`config.mk`:
```
export PLATFORM = sky130hd
export DESIGN_NAME = camera_frame_parser_steer_decode
export DESIGN_NICKNAME = d
export VERILOG_FILES = /design/src/cfpsd_pkg.sv /design/src/cfpsd_front.sv /design/src/cfpsd_queue.sv /design/src/cfpsd_back.sv /design/src/camera_frame_parser_steer_decode.sv
export SDC_FILE = /design/constraint.sdc
export NUM_CORES = 1
export LEC_CHECK = 0
export BUFFER_PORTS_ARGS = -buffer_cell sky130_fd_sc_hd__buf_2
export CELL_PAD_IN_SITES_DETAIL_PLACEMENT = 0
export CELL_PAD_IN_SITES_GLOBAL_PLACEMENT = 1
export CORE_AREA = 2 2 91 115
export DETAILED_ROUTE_END_ITERATION = 16
export DIE_AREA = 0 0 93 117
export GPL_TIMING_DRIVEN = 0
export PLACE_DENSITY = 0.91
export SLEW_MARGIN = 15
export SYNTH_ARGS = -nofsm -noshare
export SYNTH_HDL_FRONTEND = slang
export SYNTH_SLANG_ARGS = --single-unit
```
`constraint.sdc`:
```
create_clock -name clk -period 8.57 [get_ports clk]
set_clock_uncertainty 0.1 [all_clocks]
set_input_delay 1.714 -clock clk [delete_from_list [all_inputs] [get_ports clk]]
set_output_delay 1.714 -clock clk [all_outputs]
set_load 0.005 [all_outputs]
```
`src/cfpsd_pkg.sv`:
```
`timescale 1ns / 1ps
// ----------------------------------------------------------------------------
// cfpsd_pkg
// Shared types, constants and the sensor pattern decode of the frame parser.
// ----------------------------------------------------------------------------
package cfpsd_pkg;

  localparam int FRAME_BYTES = 10;
  localparam int CNT_W       = $clog2(FRAME_BYTES + 1);
  localparam int SENS_N      = 4;
  localparam int PAT_N       = 7;
  localparam int DISP_W      = 15;
  localparam int STEER_W     = 3;

  localparam logic [7:0] HDR_FIRST  = 8'hA5;
  localparam logic [7:0] HDR_SECOND = 8'hA6;
  localparam logic [7:0] TRAILER    = 8'h5B;

  // frame positions of the sensor bytes, in order byte2, byte3, byte5, byte6
  localparam int SENS_IDX [SENS_N] = '{2, 3, 5, 6};

  localparam logic [7:0] PAT_B2 [PAT_N] = '{8'd0, 8'd0, 8'd0, 8'd0, 8'd0, 8'd1, 8'd1};
  localparam logic [7:0] PAT_B3 [PAT_N] = '{8'd0, 8'd0, 8'd0, 8'd0, 8'd1, 8'd0, 8'd1};
  localparam logic [7:0] PAT_B5 [PAT_N] = '{8'd0, 8'd1, 8'd0, 8'd1, 8'd0, 8'd0, 8'd0};
  localparam logic [7:0] PAT_B6 [PAT_N] = '{8'd0, 8'd0, 8'd1, 8'd1, 8'd0, 8'd0, 8'd0};

  localparam logic signed [STEER_W-1:0] PAT_STEER [PAT_N] =
    '{3'sb000, 3'sb111, 3'sb110, 3'sb101, 3'sb001, 3'sb010, 3'sb011};

  localparam logic [DISP_W-1:0] PAT_DISP [PAT_N] =
    '{15'd22222, 15'd22212, 15'd22221, 15'd22211, 15'd21222, 15'd12222, 15'd11222};

  typedef struct packed {
    logic       good;
    logic [7:0] b2;
    logic [7:0] b3;
    logic [7:0] b5;
    logic [7:0] b6;
  } job_t;

  typedef struct packed {
    logic                       hit;
    logic signed [STEER_W-1:0]  steer;
    logic [DISP_W-1:0]          disp;
  } match_t;

  function automatic match_t pat_match(job_t j);
    match_t m;
    m = '0;
    for (int k = PAT_N - 1; k >= 0; k--) begin
      if (j.b2 == PAT_B2[k] && j.b3 == PAT_B3[k] &&
          j.b5 == PAT_B5[k] && j.b6 == PAT_B6[k]) begin
        m.hit   = 1'b1;
        m.steer = PAT_STEER[k];
        m.disp  = PAT_DISP[k];
      end
    end
    return m;
  endfunction

endpackage

```
`src/cfpsd_front.sv`:
```
`timescale 1ns / 1ps
// ----------------------------------------------------------------------------
// cfpsd_front
// Header hunt and frame capture; emits one frame job on each judging byte.
// ----------------------------------------------------------------------------
module cfpsd_front (
  input  logic             clk,
  input  logic             rst_n,
  input  logic             in_valid,
  output logic             in_ready,
  input  logic [7:0]       in_rx_byte,
  input  logic             q_full,
  output logic             push,
  output cfpsd_pkg::job_t  push_job
);
  import cfpsd_pkg::*;

  typedef enum logic [3:0] {
    PH_HUNT  = 4'b0001,
    PH_HDR2  = 4'b0010,
    PH_FILL  = 4'b0100,
    PH_JUDGE = 4'b1000
  } phase_t;

  phase_t           phase_r, phase_nxt;
  logic [CNT_W-1:0] cnt_r, cnt_nxt;
  logic [7:0]       sens_r [SENS_N];
  logic [7:0]       sens_nxt [SENS_N];
  logic             trl_r, trl_nxt;
  logic             acc;

  assign in_ready = !q_full;
  assign acc      = in_valid && in_ready;

  always_comb begin
    phase_nxt = phase_r;
    cnt_nxt   = cnt_r;
    trl_nxt   = trl_r;
    sens_nxt  = sens_r;
    push      = 1'b0;
    if (acc) begin
      case (phase_r)
        PH_HUNT: begin
          if (in_rx_byte == HDR_FIRST) begin
            phase_nxt = PH_HDR2;
            cnt_nxt   = CNT_W'(1);
          end else begin
            cnt_nxt = '0;
          end
        end
        PH_HDR2: begin
          if (in_rx_byte == HDR_SECOND) begin
            phase_nxt = PH_FILL;
            cnt_nxt   = CNT_W'(2);
          end else begin
            phase_nxt = PH_HUNT;
            cnt_nxt   = '0;
            for (int j = 0; j < SENS_N; j++) sens_nxt[j] = '0;
          end
        end
        PH_FILL: begin
          for (int j = 0; j < SENS_N; j++) begin
            if (cnt_r == CNT_W'(SENS_IDX[j])) sens_nxt[j] = in_rx_byte;
          end
          cnt_nxt = cnt_r + CNT_W'(1);
          trl_nxt = (in_rx_byte == TRAILER);
          if (cnt_nxt == CNT_W'(FRAME_BYTES) || in_rx_byte == TRAILER) begin
            phase_nxt = PH_JUDGE;
          end
        end
        PH_JUDGE: begin
          push      = 1'b1;
          phase_nxt = PH_HUNT;
          cnt_nxt   = '0;
          for (int j = 0; j < SENS_N; j++) sens_nxt[j] = '0;
        end
        default: begin
          phase_nxt = PH_HUNT;
          cnt_nxt   = '0;
        end
      endcase
    end
  end

  assign push_job.good = trl_r;
  assign push_job.b2   = sens_r[0];
  assign push_job.b3   = sens_r[1];
  assign push_job.b5   = sens_r[2];
  assign push_job.b6   = sens_r[3];

  always_ff @(posedge clk) begin
    if (!rst_n) begin
      phase_r <= PH_HUNT;
      cnt_r   <= '0;
      trl_r   <= 1'b0;
      for (int j = 0; j < SENS_N; j++) sens_r[j] <= '0;
    end else begin
      phase_r <= phase_nxt;
      cnt_r   <= cnt_nxt;
      trl_r   <= trl_nxt;
      sens_r  <= sens_nxt;
    end
  end

endmodule

```
`src/cfpsd_queue.sv`:
```
`timescale 1ns / 1ps
// ----------------------------------------------------------------------------
// cfpsd_queue
// Two-entry queue of frame jobs between capture and decode.
// ----------------------------------------------------------------------------
module cfpsd_queue (
  input  logic             clk,
  input  logic             rst_n,
  input  logic             push,
  input  cfpsd_pkg::job_t  push_job,
  output logic             full,
  output logic             q_valid,
  input  logic             pop,
  output cfpsd_pkg::job_t  pop_job
);
  import cfpsd_pkg::*;

  job_t       mem_r [2];
  logic       wr_ptr_r, wr_ptr_nxt;
  logic       rd_ptr_r, rd_ptr_nxt;
  logic [1:0] cnt_r, cnt_nxt;
  logic       do_push, do_pop;

  assign full    = (cnt_r == 2'd2);
  assign q_valid = (cnt_r != 2'd0);
  assign pop_job = mem_r[rd_ptr_r];
  assign do_push = push && !full;
  assign do_pop  = pop && q_valid;

  always_comb begin
    wr_ptr_nxt = do_push ? !wr_ptr_r : wr_ptr_r;
    rd_ptr_nxt = do_pop ? !rd_ptr_r : rd_ptr_r;
    cnt_nxt    = cnt_r;
    if (do_push && !do_pop) cnt_nxt = cnt_r + 2'd1;
    if (!do_push && do_pop) cnt_nxt = cnt_r - 2'd1;
  end

  always_ff @(posedge clk) begin
    if (do_push) mem_r[wr_ptr_r] <= push_job;
  end

  always_ff @(posedge clk) begin
    if (!rst_n) begin
      wr_ptr_r <= 1'b0;
      rd_ptr_r <= 1'b0;
      cnt_r    <= '0;
    end else begin
      wr_ptr_r <= wr_ptr_nxt;
      rd_ptr_r <= rd_ptr_nxt;
      cnt_r    <= cnt_nxt;
    end
  end

endmodule

```
`src/cfpsd_back.sv`:
```
`timescale 1ns / 1ps
// ----------------------------------------------------------------------------
// cfpsd_back
// Pattern decode, held steering and display codes, and result register.
// ----------------------------------------------------------------------------
module cfpsd_back (
  input  logic                                 clk,
  input  logic                                 rst_n,
  input  logic                                 q_valid,
  input  cfpsd_pkg::job_t                      pop_job,
  output logic                                 pop,
  output logic                                 out_valid,
  input  logic                                 out_ready,
  output logic                                 out_frame_good,
  output logic                                 out_pattern_hit,
  output logic signed [cfpsd_pkg::STEER_W-1:0] out_steer_code,
  output logic [cfpsd_pkg::DISP_W-1:0]         out_display_code
);
  import cfpsd_pkg::*;

  match_t                    m;
  logic                      upd;
  logic                      vld_r;
  logic                      good_r;
  logic                      hit_r;
  logic signed [STEER_W-1:0] steer_r, steer_nxt;
  logic [DISP_W-1:0]         disp_r, disp_nxt;

  assign pop       = q_valid && (!vld_r || out_ready);
  assign m         = pat_match(pop_job);
  assign upd       = pop && pop_job.good && m.hit;
  assign steer_nxt = upd ? m.steer : steer_r;
  assign disp_nxt  = upd ? m.disp : disp_r;

  always_ff @(posedge clk) begin
    if (!rst_n) begin
      vld_r   <= 1'b0;
      steer_r <= '0;
      disp_r  <= '0;
    end else begin
      if (pop) vld_r <= 1'b1;
      else if (out_ready) vld_r <= 1'b0;
      steer_r <= steer_nxt;
      disp_r  <= disp_nxt;
    end
  end

  always_ff @(posedge clk) begin
    if (pop) begin
      good_r <= pop_job.good;
      hit_r  <= pop_job.good && m.hit;
    end
  end

  assign out_valid        = vld_r;
  assign out_frame_good   = good_r;
  assign out_pattern_hit  = hit_r;
  assign out_steer_code   = steer_r;
  assign out_display_code = disp_r;

endmodule

```
`src/camera_frame_parser_steer_decode.sv`:
```
`timescale 1ns / 1ps
// ----------------------------------------------------------------------------
// camera_frame_parser_steer_decode
// Byte-stream frame parser with sensor pattern decode into steering codes.
//
//   channel  dir  handshake          payload
//   in_      in   in_valid/in_ready   rx_byte[7:0]
//   out_     out  out_valid/out_ready frame_good, pattern_hit,
//                                     steer_code[2:0] signed, display_code[14:0]
//
// One byte per cycle while the job queue is not full. A result passes from its
// judging byte through the two-entry job queue, which sits between capture
// and decode, and then the result register when the output is free.
// Synchronous active-low reset clears parser, buffer and held codes. in_ready drops only while the job queue is full.
// ----------------------------------------------------------------------------
module camera_frame_parser_steer_decode (
  input  logic                                 clk,
  input  logic                                 rst_n,
  input  logic                                 in_valid,
  output logic                                 in_ready,
  input  logic [7:0]                           in_rx_byte,
  output logic                                 out_valid,
  input  logic                                 out_ready,
  output logic                                 out_frame_good,
  output logic                                 out_pattern_hit,
  output logic signed [cfpsd_pkg::STEER_W-1:0] out_steer_code,
  output logic [cfpsd_pkg::DISP_W-1:0]         out_display_code
);
  import cfpsd_pkg::*;

  logic q_full, q_valid, push, pop;
  job_t push_job, pop_job;

  cfpsd_front u_front (
    .clk        (clk),
    .rst_n      (rst_n),
    .in_valid   (in_valid),
    .in_ready   (in_ready),
    .in_rx_byte (in_rx_byte),
    .q_full     (q_full),
    .push       (push),
    .push_job   (push_job)
  );

  cfpsd_queue u_queue (
    .clk      (clk),
    .rst_n    (rst_n),
    .push     (push),
    .push_job (push_job),
    .full     (q_full),
    .q_valid  (q_valid),
    .pop      (pop),
    .pop_job  (pop_job)
  );

  cfpsd_back u_back (
    .clk              (clk),
    .rst_n            (rst_n),
    .q_valid          (q_valid),
    .pop_job          (pop_job),
    .pop              (pop),
    .out_valid        (out_valid),
    .out_ready        (out_ready),
    .out_frame_good   (out_frame_good),
    .out_pattern_hit  (out_pattern_hit),
    .out_steer_code   (out_steer_code),
    .out_display_code (out_display_code)
  );

  a_hit_needs_good: assert property (@(posedge clk) disable iff (!rst_n)
    out_valid && out_pattern_hit |-> out_frame_good)
    else $error("pattern hit on rejected frame");

  a_steer_range: assert property (@(posedge clk) disable iff (!rst_n)
    out_steer_code != 3'b100)
    else $error("steer code out of range");

  a_disp_zero_straight: assert property (@(posedge clk) disable iff (!rst_n)
    out_display_code == '0 |-> out_steer_code == '0)
    else $error("steer code set without display code");

  a_push_has_room: assert property (@(posedge clk) disable iff (!rst_n)
    push |-> !q_full)
    else $error("job pushed into full queue");

endmodule
```
# Yosys cells after proc, flatten, opt, wreduce, memory -nomap -nowiden
# Memory sizes are Yosys's and may differ from the RTL's. A register that Yosys moved wholly into a read port is not among the register bits.
# Cells that the tools add are included.
dict set report totals {
  reg_bits 66
  romBits 0
  memories 1
  latch_bits 0
  mem_bits_rw 66
  output_inout_bits 22
  elab_cells 120
  input_bits 12
}
dict set report op_classes {
  bitwise_logic 0
  reduce_logical 47
  eq_ne 24
  order_cmp 0
  n_shift 0
  add_sub_neg 3
  n_mul 0
  muxes 30
  div 0
}
# memory depth word_bits rd rd_ports_with_merged_regs wr line
set memory_table {}
lappend memory_table {u_queue.mem_r 2 33 1 1 1 cfpsd_queue.sv:18} ;# job_t mem_r [2];
# cell count
set ops {}
lappend ops {{2-to-1 mux 19 bit} 7}
lappend ops {{one-hot mux 32 bit (3 select lines)} 1}
lappend ops {{== test 8 x 1 -> 1 bit, second input constant} 4}
lappend ops {{zero test 8 bit} 4}
lappend ops {{2-to-1 mux 32 bit} 1}
lappend ops {{2-to-1 mux 8 bit} 4}
lappend ops {{logical AND 1 bit} 25}
lappend ops {{one-hot mux 4 bit (3 select lines)} 2}
lappend ops {{== test 8 bit, second input constant} 2}
lappend ops {{AND reduction 4 bit} 4}
lappend ops {{== test 4 x 2 -> 1 bit, second input constant} 3}
lappend ops {{== test 4 x 3 -> 1 bit, second input constant} 3}
lappend ops {{!= test 2 x 1 -> 1 bit, second input constant} 6}
lappend ops {{2-to-1 mux 1 bit} 9}
lappend ops {{== test 4 bit, second input constant} 2}
lappend ops {{== test 8 x 7 -> 1 bit, second input constant} 1}
lappend ops {{2-to-1 mux 4 bit} 2}
lappend ops {{zero test 1 bit} 6}
lappend ops {{2-to-1 mux 2 bit} 3}
lappend ops {{nonzero test 2 bit} 3}
lappend ops {{adder 4 x 1 -> 4 bit, second input constant} 1}
lappend ops {{== test 4 x 1 -> 1 bit, second input constant} 1}
lappend ops {{2-to-1 mux 3 bit} 1}
lappend ops {{AND reduction 3 bit} 1}
lappend ops {{other kinds (7)} 8}

# Logic depth before layout (Yosys ltp)
# Gate-level depths: netlist of run 1.
dict set report depth {
  word_depth 12
  mapped_depth 9
  ltp_nobuf 8
}

# By module
# A second synthesis of run 1 with hierarchy kept.
dict set report hier_totals {
  cells_unflattened 430
  hier_area_um2 5491.5
}
# mod area_per_inst_um2 n_inst cells_each seq_area_each_um2
set modules_own_cells {}
lappend modules_own_cells {cfpsd_queue 2611.3 1 129 2082.0}
lappend modules_own_cells {cfpsd_front 2004.4 1 206 820.8}
lappend modules_own_cells {cfpsd_back 875.8 1 95 340.3}

# Worst setup path after synthesis of run 1
# Ideal clock, no wire load.
dict set report synth_timing {
  path_type {in2reg}
  start {in in_valid}
  end {mem u_queue.mem_r[0][0] (netlist bit), enable pin}
  setup_slack_ns 4.469
  stages 4
  arrival_ns 3.578
  setup_time_ns 0.423
  t_required_ns 8.047
  cell_sequence {nand2_1 nor2_1 nand3_1 nor2_1}
}
dict set report synth_via {
  elab_chain_cells 5
}
# element line
set synth_rtl {}
lappend synth_rtl {{from (decl)} camera_frame_parser_steer_decode.sv:19} ;# input logic in_valid,
lappend synth_rtl {{logical AND 1 bit} cfpsd_front.sv:33} ;# assign acc = in_valid && in_ready;
lappend synth_rtl {{2-to-1 mux 1 bit} cfpsd_front.sv:41} ;# if (acc) begin
lappend synth_rtl {{logical AND 1 bit} cfpsd_queue.sv:27} ;# assign do_push = push && !full;
lappend synth_rtl {{2-to-1 mux 1 bit} cfpsd_queue.sv:39} ;# if (do_push) mem_r[wr_ptr_r] <= push_job;
lappend synth_rtl {{2-to-1 mux 1 bit (not written as such)} cfpsd_queue.sv:39}
lappend synth_rtl {{to (decl)} cfpsd_queue.sv:18}
# Every way passes these cells.

# Worst setup path after layout of run 1
dict set report layout_timing {
  start {in in_valid}
  end {mem u_queue.mem_r[1][11] (netlist bit), enable pin}
}
# The elaborated chain is that of the path after synthesis.

==> results of run 1 <==
## worst max-delay path, stage by stage
cell	delay, ns
buf_2	0.09
nand2_1	0.19
nor2_1	0.20
nand3_1	0.27
nor2_4	0.51
buf_16	0.23
## placed cells by master (no fill, tap or decap), types with 4 or more instances in the layout
cell type / n
a21oi_1: 9
and3b_1: 4
buf_2: 32
buf_4: 6
clkbuf_1: 11
clkbuf_16: 17
dfxtp_1: 60
edfxtp_1: 68
ha_1: 4
inv_1: 4
mux2i_1: 42
nand2_1: 50
nand2b_1: 5
nand3_1: 15
nor2_1: 36
nor3_1: 6
nor4_1: 11
o21ai_0: 8
o21ai_2: 4
xnor2_1: 5
## stage by stage
step	setup slack [ns]	power, mW	util (%)
6_report	5.37	1.55	60.8
4_1_cts	5.39	1.56	60.8
3_5_place_dp	4.98	0.851	54.7
5_1_grt	5.23	1.61	60.8
2_1_floorplan	4.47	0.804	-
3_3_place_gp	3.67	0.845	54.1
## per-layer routing
| metal | part of all wire (%) | track usage [%] | wire length (um) |
|---|---|---|---|
| met5 | 0 | 0 | 0 |
| met4 | 2.6 | 12.5 | 265 |
| met3 | 3.7 | 4.93 | 381 |
| met2 | 53 | 35.6 | 5400 |
| met1 | 41 | 22.1 | 4130 |
## power breakdown
| part | switching, mW | leakage (nW) | internal (mW) |
|---|---|---|---|
| registers | 0.0163 | 1.26 | 0.658 |
| clock network | 0.244 | 0.284 | 0.469 |
| logic | 0.0989 | 0.955 | 0.0668 |
## cell usage after synthesis, drive strengths merged (5+ instances only)
master / count
a21oi: 10
mux2i: 42
clkbuf: 9
edfxtp: 68
xnor2: 5
nor3: 6
dfxtp: 60
nor2: 38
nor4: 11
nand2: 50
nand3: 15
o21ai: 12
nand2b: 5
buf: 9
## worst max path at each step
stage | start | to | slack [ns] | cells past startpoint
after CTS | in_rx_byte[3] | u_front.push_job[15] | 5.39 | 7
after floorplan | in_valid | u_queue.mem_r[0][0] | 4.47 | 4
after global placement | in_valid | u_queue.mem_r[0][15] | 3.67 | 5
final | in_valid | u_queue.mem_r[1][11] | 5.37 | 6
after global routing | in_rx_byte[3] | u_front.push_job[16] | 5.23 | 7
after detailed placement | in_valid | u_queue.mem_r[1][15] | 4.98 | 6
## cells by family after synthesis
group | after synthesis | synth area share [%]
AO/OA/AOI/OAI | 47 | 6.73
buffers and inverters | 23 | 2.80
adder cells (fa/ha/maj) | 4 | 1.00
multiplexers | 43 | 8.63
flip-flops | 128 | 64.8
XOR/XNOR | 8 | 1.40
AND/OR/NAND/NOR | 150 | 14.6
## cell type report
cell class / count / share of cell area [%]
buffer: 18 / 2.03
clock buffer: 21 / 7.69
clock inverter: 11 / 2.32
inverter: 5 / 0.313
multi-input combinational: 252 / 27.3
sequential: 128 / 54.2
tap: 129 / 2.70
timing repair buffer: 34 / 3.47
## sequential cells by signal, indices dropped and copies added, names as in the netlist, named ones only
| signal | cells |
|---|---|
| u_queue.cnt_r | 2 |
| u_front.phase_r | 4 |
| u_queue.rd_ptr_r | 1 |
| u_queue.mem_r | 66 |
| u_back.out_steer_code | 3 |
| u_back.out_valid | 1 |
| u_back.out_pattern_hit | 1 |
| u_front.trl_r | 1 |
| u_queue.wr_ptr_r | 1 |
| u_front.cnt_r | 4 |
| u_front.push_job | 32 |
| u_back.out_display_code | 10 |
| u_back.out_frame_good | 1 |
==> results.md, run 1 <==
* Flip-flop and latch area at 3240 um2
* Setup Buffers After CTS at 0
* Share of the synthesized area in the top cell type at 40.8%
* Die area at between 10,000 and 15,000 um2
* Synthesized area per cell at about 12 um2
* Final setup vio count at 0
* Initial antenna violation count at 0
* Max transition margin at between 20 and 30%
* Fmax at 0.313 GHz
* Nets at about 470
* DR pass1 iterations at 5
* Clock root cell: clkbuf_16
* Final TNS setup at 0 ns
* Synthesized cell area at 5000 um2
* Period minus WS final at 3.20 ns
* Final hold vios at 0
* Pins Over Slew Limit at 0
* CTS H-tree depth at 4
* CTS clock-pin slew for the worst setup and hold paths at approximately 0.050 ns
* WHS Endpoint: u_queue.mem_r[1][5]
* CP endpoint kind: register
* Outcome: finished clean
* Critical path class: in2reg
* Worst Path Arrival at 3.22 ns
* TritonCTS Sinks at about 130
* Synth unique cells at 51
* Reg-to-reg startpoint: u_queue.cnt_r[0]
* Final wirelength at 10,200 um
* Leak at 2.50 nW
* WP data required at 8.59 ns
* CTS tree: built
* Cells after Synth at between 400 and 500
* Fraction of registers with async set/reset at 0%
* Synth Flop Type: edfxtp_1
* Area taken by multi-input logic gates at 1640 um2
* Detailed placement HPWL at 6990 um
* Area leader, netlist: edfxtp_1
* Number of routed nets with antenna violations at 0
* WL/cell at 17.0 um
* Clock tree buffer depth at 2
* Clk_lat worst skew at between 0.4 and 0.5 ns
* Critical R2R Capture: u_queue.mem_r[1][11]
* Fillers at between 700 and 800
* Ant. Diodes at 0
* Die Ht at 117 um
* EDFF count, synth at 68
* CP Launch Type: input pin
* Layout cell share with drive strength beyond 1 at between 15 and 20%
* Starting density of the core at 50.8%
* Buffers on Ports at 32
* Power per cell area at 259 nW/um2
* Area contributors post-synth: edfxtp_1 41%, dfxtp_1 24%, mux2i_1 8.4%
* GR Overflow Total at 0
* Largest net degree at the start of global routing at 31
* CTS Buf Count at 17
* Area grow syn2layout at 19.7%
* Max cap viols at 0
* Seq/Total Area, Yosys at approximately two thirds
* Fin crit share at 37.3%
* Vias at 3,251
* Ports at 34
* Crit path max fanout at 19
* Register bit count reported by yosys at 128
* Cts-stage hold buffer count at 0
* Vias in the first global route at 3,280
* Reg-to-reg slack, setup at 6.11 ns
* Detailed-route DRC error count at 0
* First-pass GRT wire length at 16,200 um
* Final instance area at roughly 6000 um2
* Cells on worst reg2reg path at 6
* Synthesis Warnings at 0
* Post-placement cell area at roughly 5400 um2
* CTS resizes at 0
* Peak supply drop at around 0.16 mV
* Die Width at 93 um
* Worst hold path stage count at 0
* RSZ-0062 raised after global routing: no
* RePlAce Congestion at 0.787
* Avg Vias per Cell at 5.44
* Total global-route track usage at approximately 20%
* CORE AREA at 9850 um2
* Hold crit path type: reg2reg
* Fin Hold WS at 0.351 ns
* Worst-margin pin slew at 1.05 ns
* Syn Nets at 419
* Min-delay src: u_front.push_job[5]
* Placed instance count at 566
* Initial DRC count at 200
* Layout Cells excl Fill at 598
* FP Rows at 41
(Power assumes the default switching activity.)
==> run 2: changes to the inputs <==
--- a/config.mk
+++ b/config.mk
@@ -8,11 +8,11 @@
 export BUFFER_PORTS_ARGS = -buffer_cell sky130_fd_sc_hd__buf_2
 export CELL_PAD_IN_SITES_DETAIL_PLACEMENT = 0
 export CELL_PAD_IN_SITES_GLOBAL_PLACEMENT = 1
-export CORE_AREA = 2 2 91 115
+export CORE_AREA = 2 2 99 125
 export DETAILED_ROUTE_END_ITERATION = 16
-export DIE_AREA = 0 0 93 117
+export DIE_AREA = 0 0 101 127
 export GPL_TIMING_DRIVEN = 0
-export PLACE_DENSITY = 0.91
+export PLACE_DENSITY = 0.82
 export SLEW_MARGIN = 15
 export SYNTH_ARGS = -nofsm -noshare
 export SYNTH_HDL_FRONTEND = slang
==> constraint.sdc (replaced) <==
create_clock -name clk -period 2.6 [get_ports clk]
set_clock_uncertainty 0.1 [all_clocks]
set_input_delay 0.52 -clock clk [delete_from_list [all_inputs] [get_ports clk]]
set_output_delay 0.52 -clock clk [all_outputs]
set_load 0.005 [all_outputs]
==> run 2 against run 1 <==
  * Via count up 1.1%
  * Flip-flop and latch count unchanged
  * Final cell count grew 2.7%
  * Total power grew to 3.3 times the previous value
  * Global-route usage is 2.9 points lower
  * Critical path depth rose by 1
  * Largest power group unchanged
==> results.md, run 2 (synthesis gave the netlist of run 1 again) <==
* Outcome: finished clean
* CTS Buf Count at 17
* Leak at around 2.5 nW
* CTS clock-pin slew for the worst setup and hold paths at about 0.06 ns
* Detailed placement HPWL at 7260 um
* Worst-margin pin slew at 1.03 ns
* Buffers on Ports at 32
* Max cap viols at 0
* Avg Vias per Cell at 5.35
* Pins Over Slew Limit at 0
* Clock root cell: clkbuf_16
* Ant. Diodes at 0
* Clk_lat worst skew at 0.40 ns
* Worst Path Arrival at 2.60 ns
* Final setup vio count at 0
* Crit path max fanout at 9
* CP Launch Type: register
* Most frequent cells in the layout: 68 x edfxtp_1, 60 x dfxtp_1, 50 x nand2_1, 42 x mux2i_1, 36 x nor2_1
* Area grow syn2layout at 21.7%
* Total global-route track usage at between 15 and 20%
* Critical path class: reg2reg
* TritonCTS Sinks at 128
* Starting density of the core at 43.3%
* Placed instance count at between 500 and 600
* Reg with most FFs: u_queue.mem_r
* Final TNS setup at 0 ns
* First-pass GRT wire length at around 17,000 um
* Number of flip-flops in the largest register at 66
* Vias in the first global route at 3,290
* Most common cell after layout, fill and taps aside: edfxtp_1
* Clock tree buffer depth at 2
* Sequential power share at 43.3%
* Die Width at 101 um
* Layout Cells excl Fill at 614
* Final wirelength at between 10,000 and 15,000 um
* Peak supply drop at 0.420 mV
* CP endpoint kind: register
* CORE AREA at 11,600 um2
* CTS tree: built
* WL/cell at approximately 17 um
* Die area at 12,800 um2
* Layout cell share with drive strength beyond 1 at 19.7%
* DR pass1 iterations at 4
* Initial antenna violation count at 0
* Power per cell area at 842 nW/um2
* Number of routed nets with antenna violations at 0
* WP data required at 2.82 ns
* RePlAce Congestion at about 0.82
* RSZ-0062 raised after global routing: no
* Largest net degree at the start of global routing at 20
* Max transition margin at 30.6%
* Int Pwr at between 3 and 4 mW
* Period minus WS final at 2.37 ns
* FP Rows at 44
* CTS H-tree depth at 4
* Die Ht at ~130 um
* Clock power share at 45.8%
* Pwr Total at 5.13 mW
* Initial DRC count at 172
* Detailed-route DRC error count at 0
* Fin crit share at 91.3%
* Net Switching at ~1.2 mW
* Final hold vios at 0
* Hold crit path type: in2reg
* Cts-stage hold buffer count at 0
* Switch share at between 20% and 30%
* Ports at 34
* Fillers at 990
* Logic gate share of total power at 11.0%
* Vias at 3,287
* Fmax at 0.421 GHz
* Nets at 479
* GR Overflow Total at 0
[run 2: cell count changes in the layout (fill, tap and decap cells not counted), moves of 2 or more]
| cell | before | now |
|---|---|---|
| buf_4 | 6 | 11 |
| clkinv_4 | 1 | 4 |
| clkbuf_8 | 2 | 0 |
| clkinv_1 | 3 | 1 |
[run 2: power groups by stage]
| stage | Clock, mW | Sequential [mW] | Combinational (mW) |
|---|---|---|---|
| floorplan | 0 | 2.25 | 0.403 |
| global placement | 0 | 2.26 | 0.537 |
| detailed placement | 0 | 2.26 | 0.551 |
| CTS | 2.38 | 2.22 | 0.562 |
| global route | 2.46 | 2.22 | 0.621 |
| finish | 2.35 | 2.22 | 0.562 |
[run 2: path summary, 6_finish.rpt]
kind | start | endpoint | slack, ns | cells past startpoint
max | u_queue.cnt_r[0] | u_queue.cnt_r[1] | 0.23 | 7
min | in_valid | u_front.cnt_r[1] | 0.33 | 3
max reg2reg | u_queue.cnt_r[0] | u_queue.cnt_r[1] | 0.23 | 7
min reg2reg | u_front.push_job[16] | u_queue.mem_r[0][16] | 0.35 | 0
[run 2: critical path: stages (launching register included)]
cell and delay (ns):
dfxtp_1 0.41, nand2b_1 0.21, nand2_1 0.23, nor2_1 0.23
nand3_2 0.20, ha_1 0.38, or3_1 0.38, a21oi_1 0.15
[run 2: timing repair]
action | in CTS | in global routing
resized for setup | 0 | 1
setup endpoints to repair | 0 | 39
setup buffers | 0 | 7
[run 2: metal layers]
metal  wire (um)  vias up  part of all wire [%]  track usage (%)
met5           0        -                     0                0
met4         223        0                   2.1             7.55
met3         321       14                   3.1             3.50
met2        5600       59                    54             30.0
met1        4300     1619                    41             20.7
li1            -     1595                     -                -
[run 2: through the flow]
stage                     utilization, %  setup slack, ns  hold WS (ns)  instance area, um2
after floorplan                        -           -0.370         0.319                5000
after global placement              46.2            -1.18         0.331                5340
after detailed placement            46.8            0.137         0.342                5410
after CTS                           51.9            0.118         0.317                6000
after global routing                52.7           0.0446         0.338                6090
final                               52.7            0.225         0.327                6090
[run 2: cell type report]
cell class / count / area, um2 / share of cell area (%)
well taps: 138 / 173 / 2.84
plain buffers: 18 / 121 / 1.99
flip-flops and latches: 128 / 3240 / 53.3
clock inverters: 13 / 165 / 2.71
inverters: 5 / 18.8 / 0.308
repair buffers: 41 / 293 / 4.81
multi-input cells: 252 / 1640 / 26.9
clock buffers: 19 / 433 / 7.11
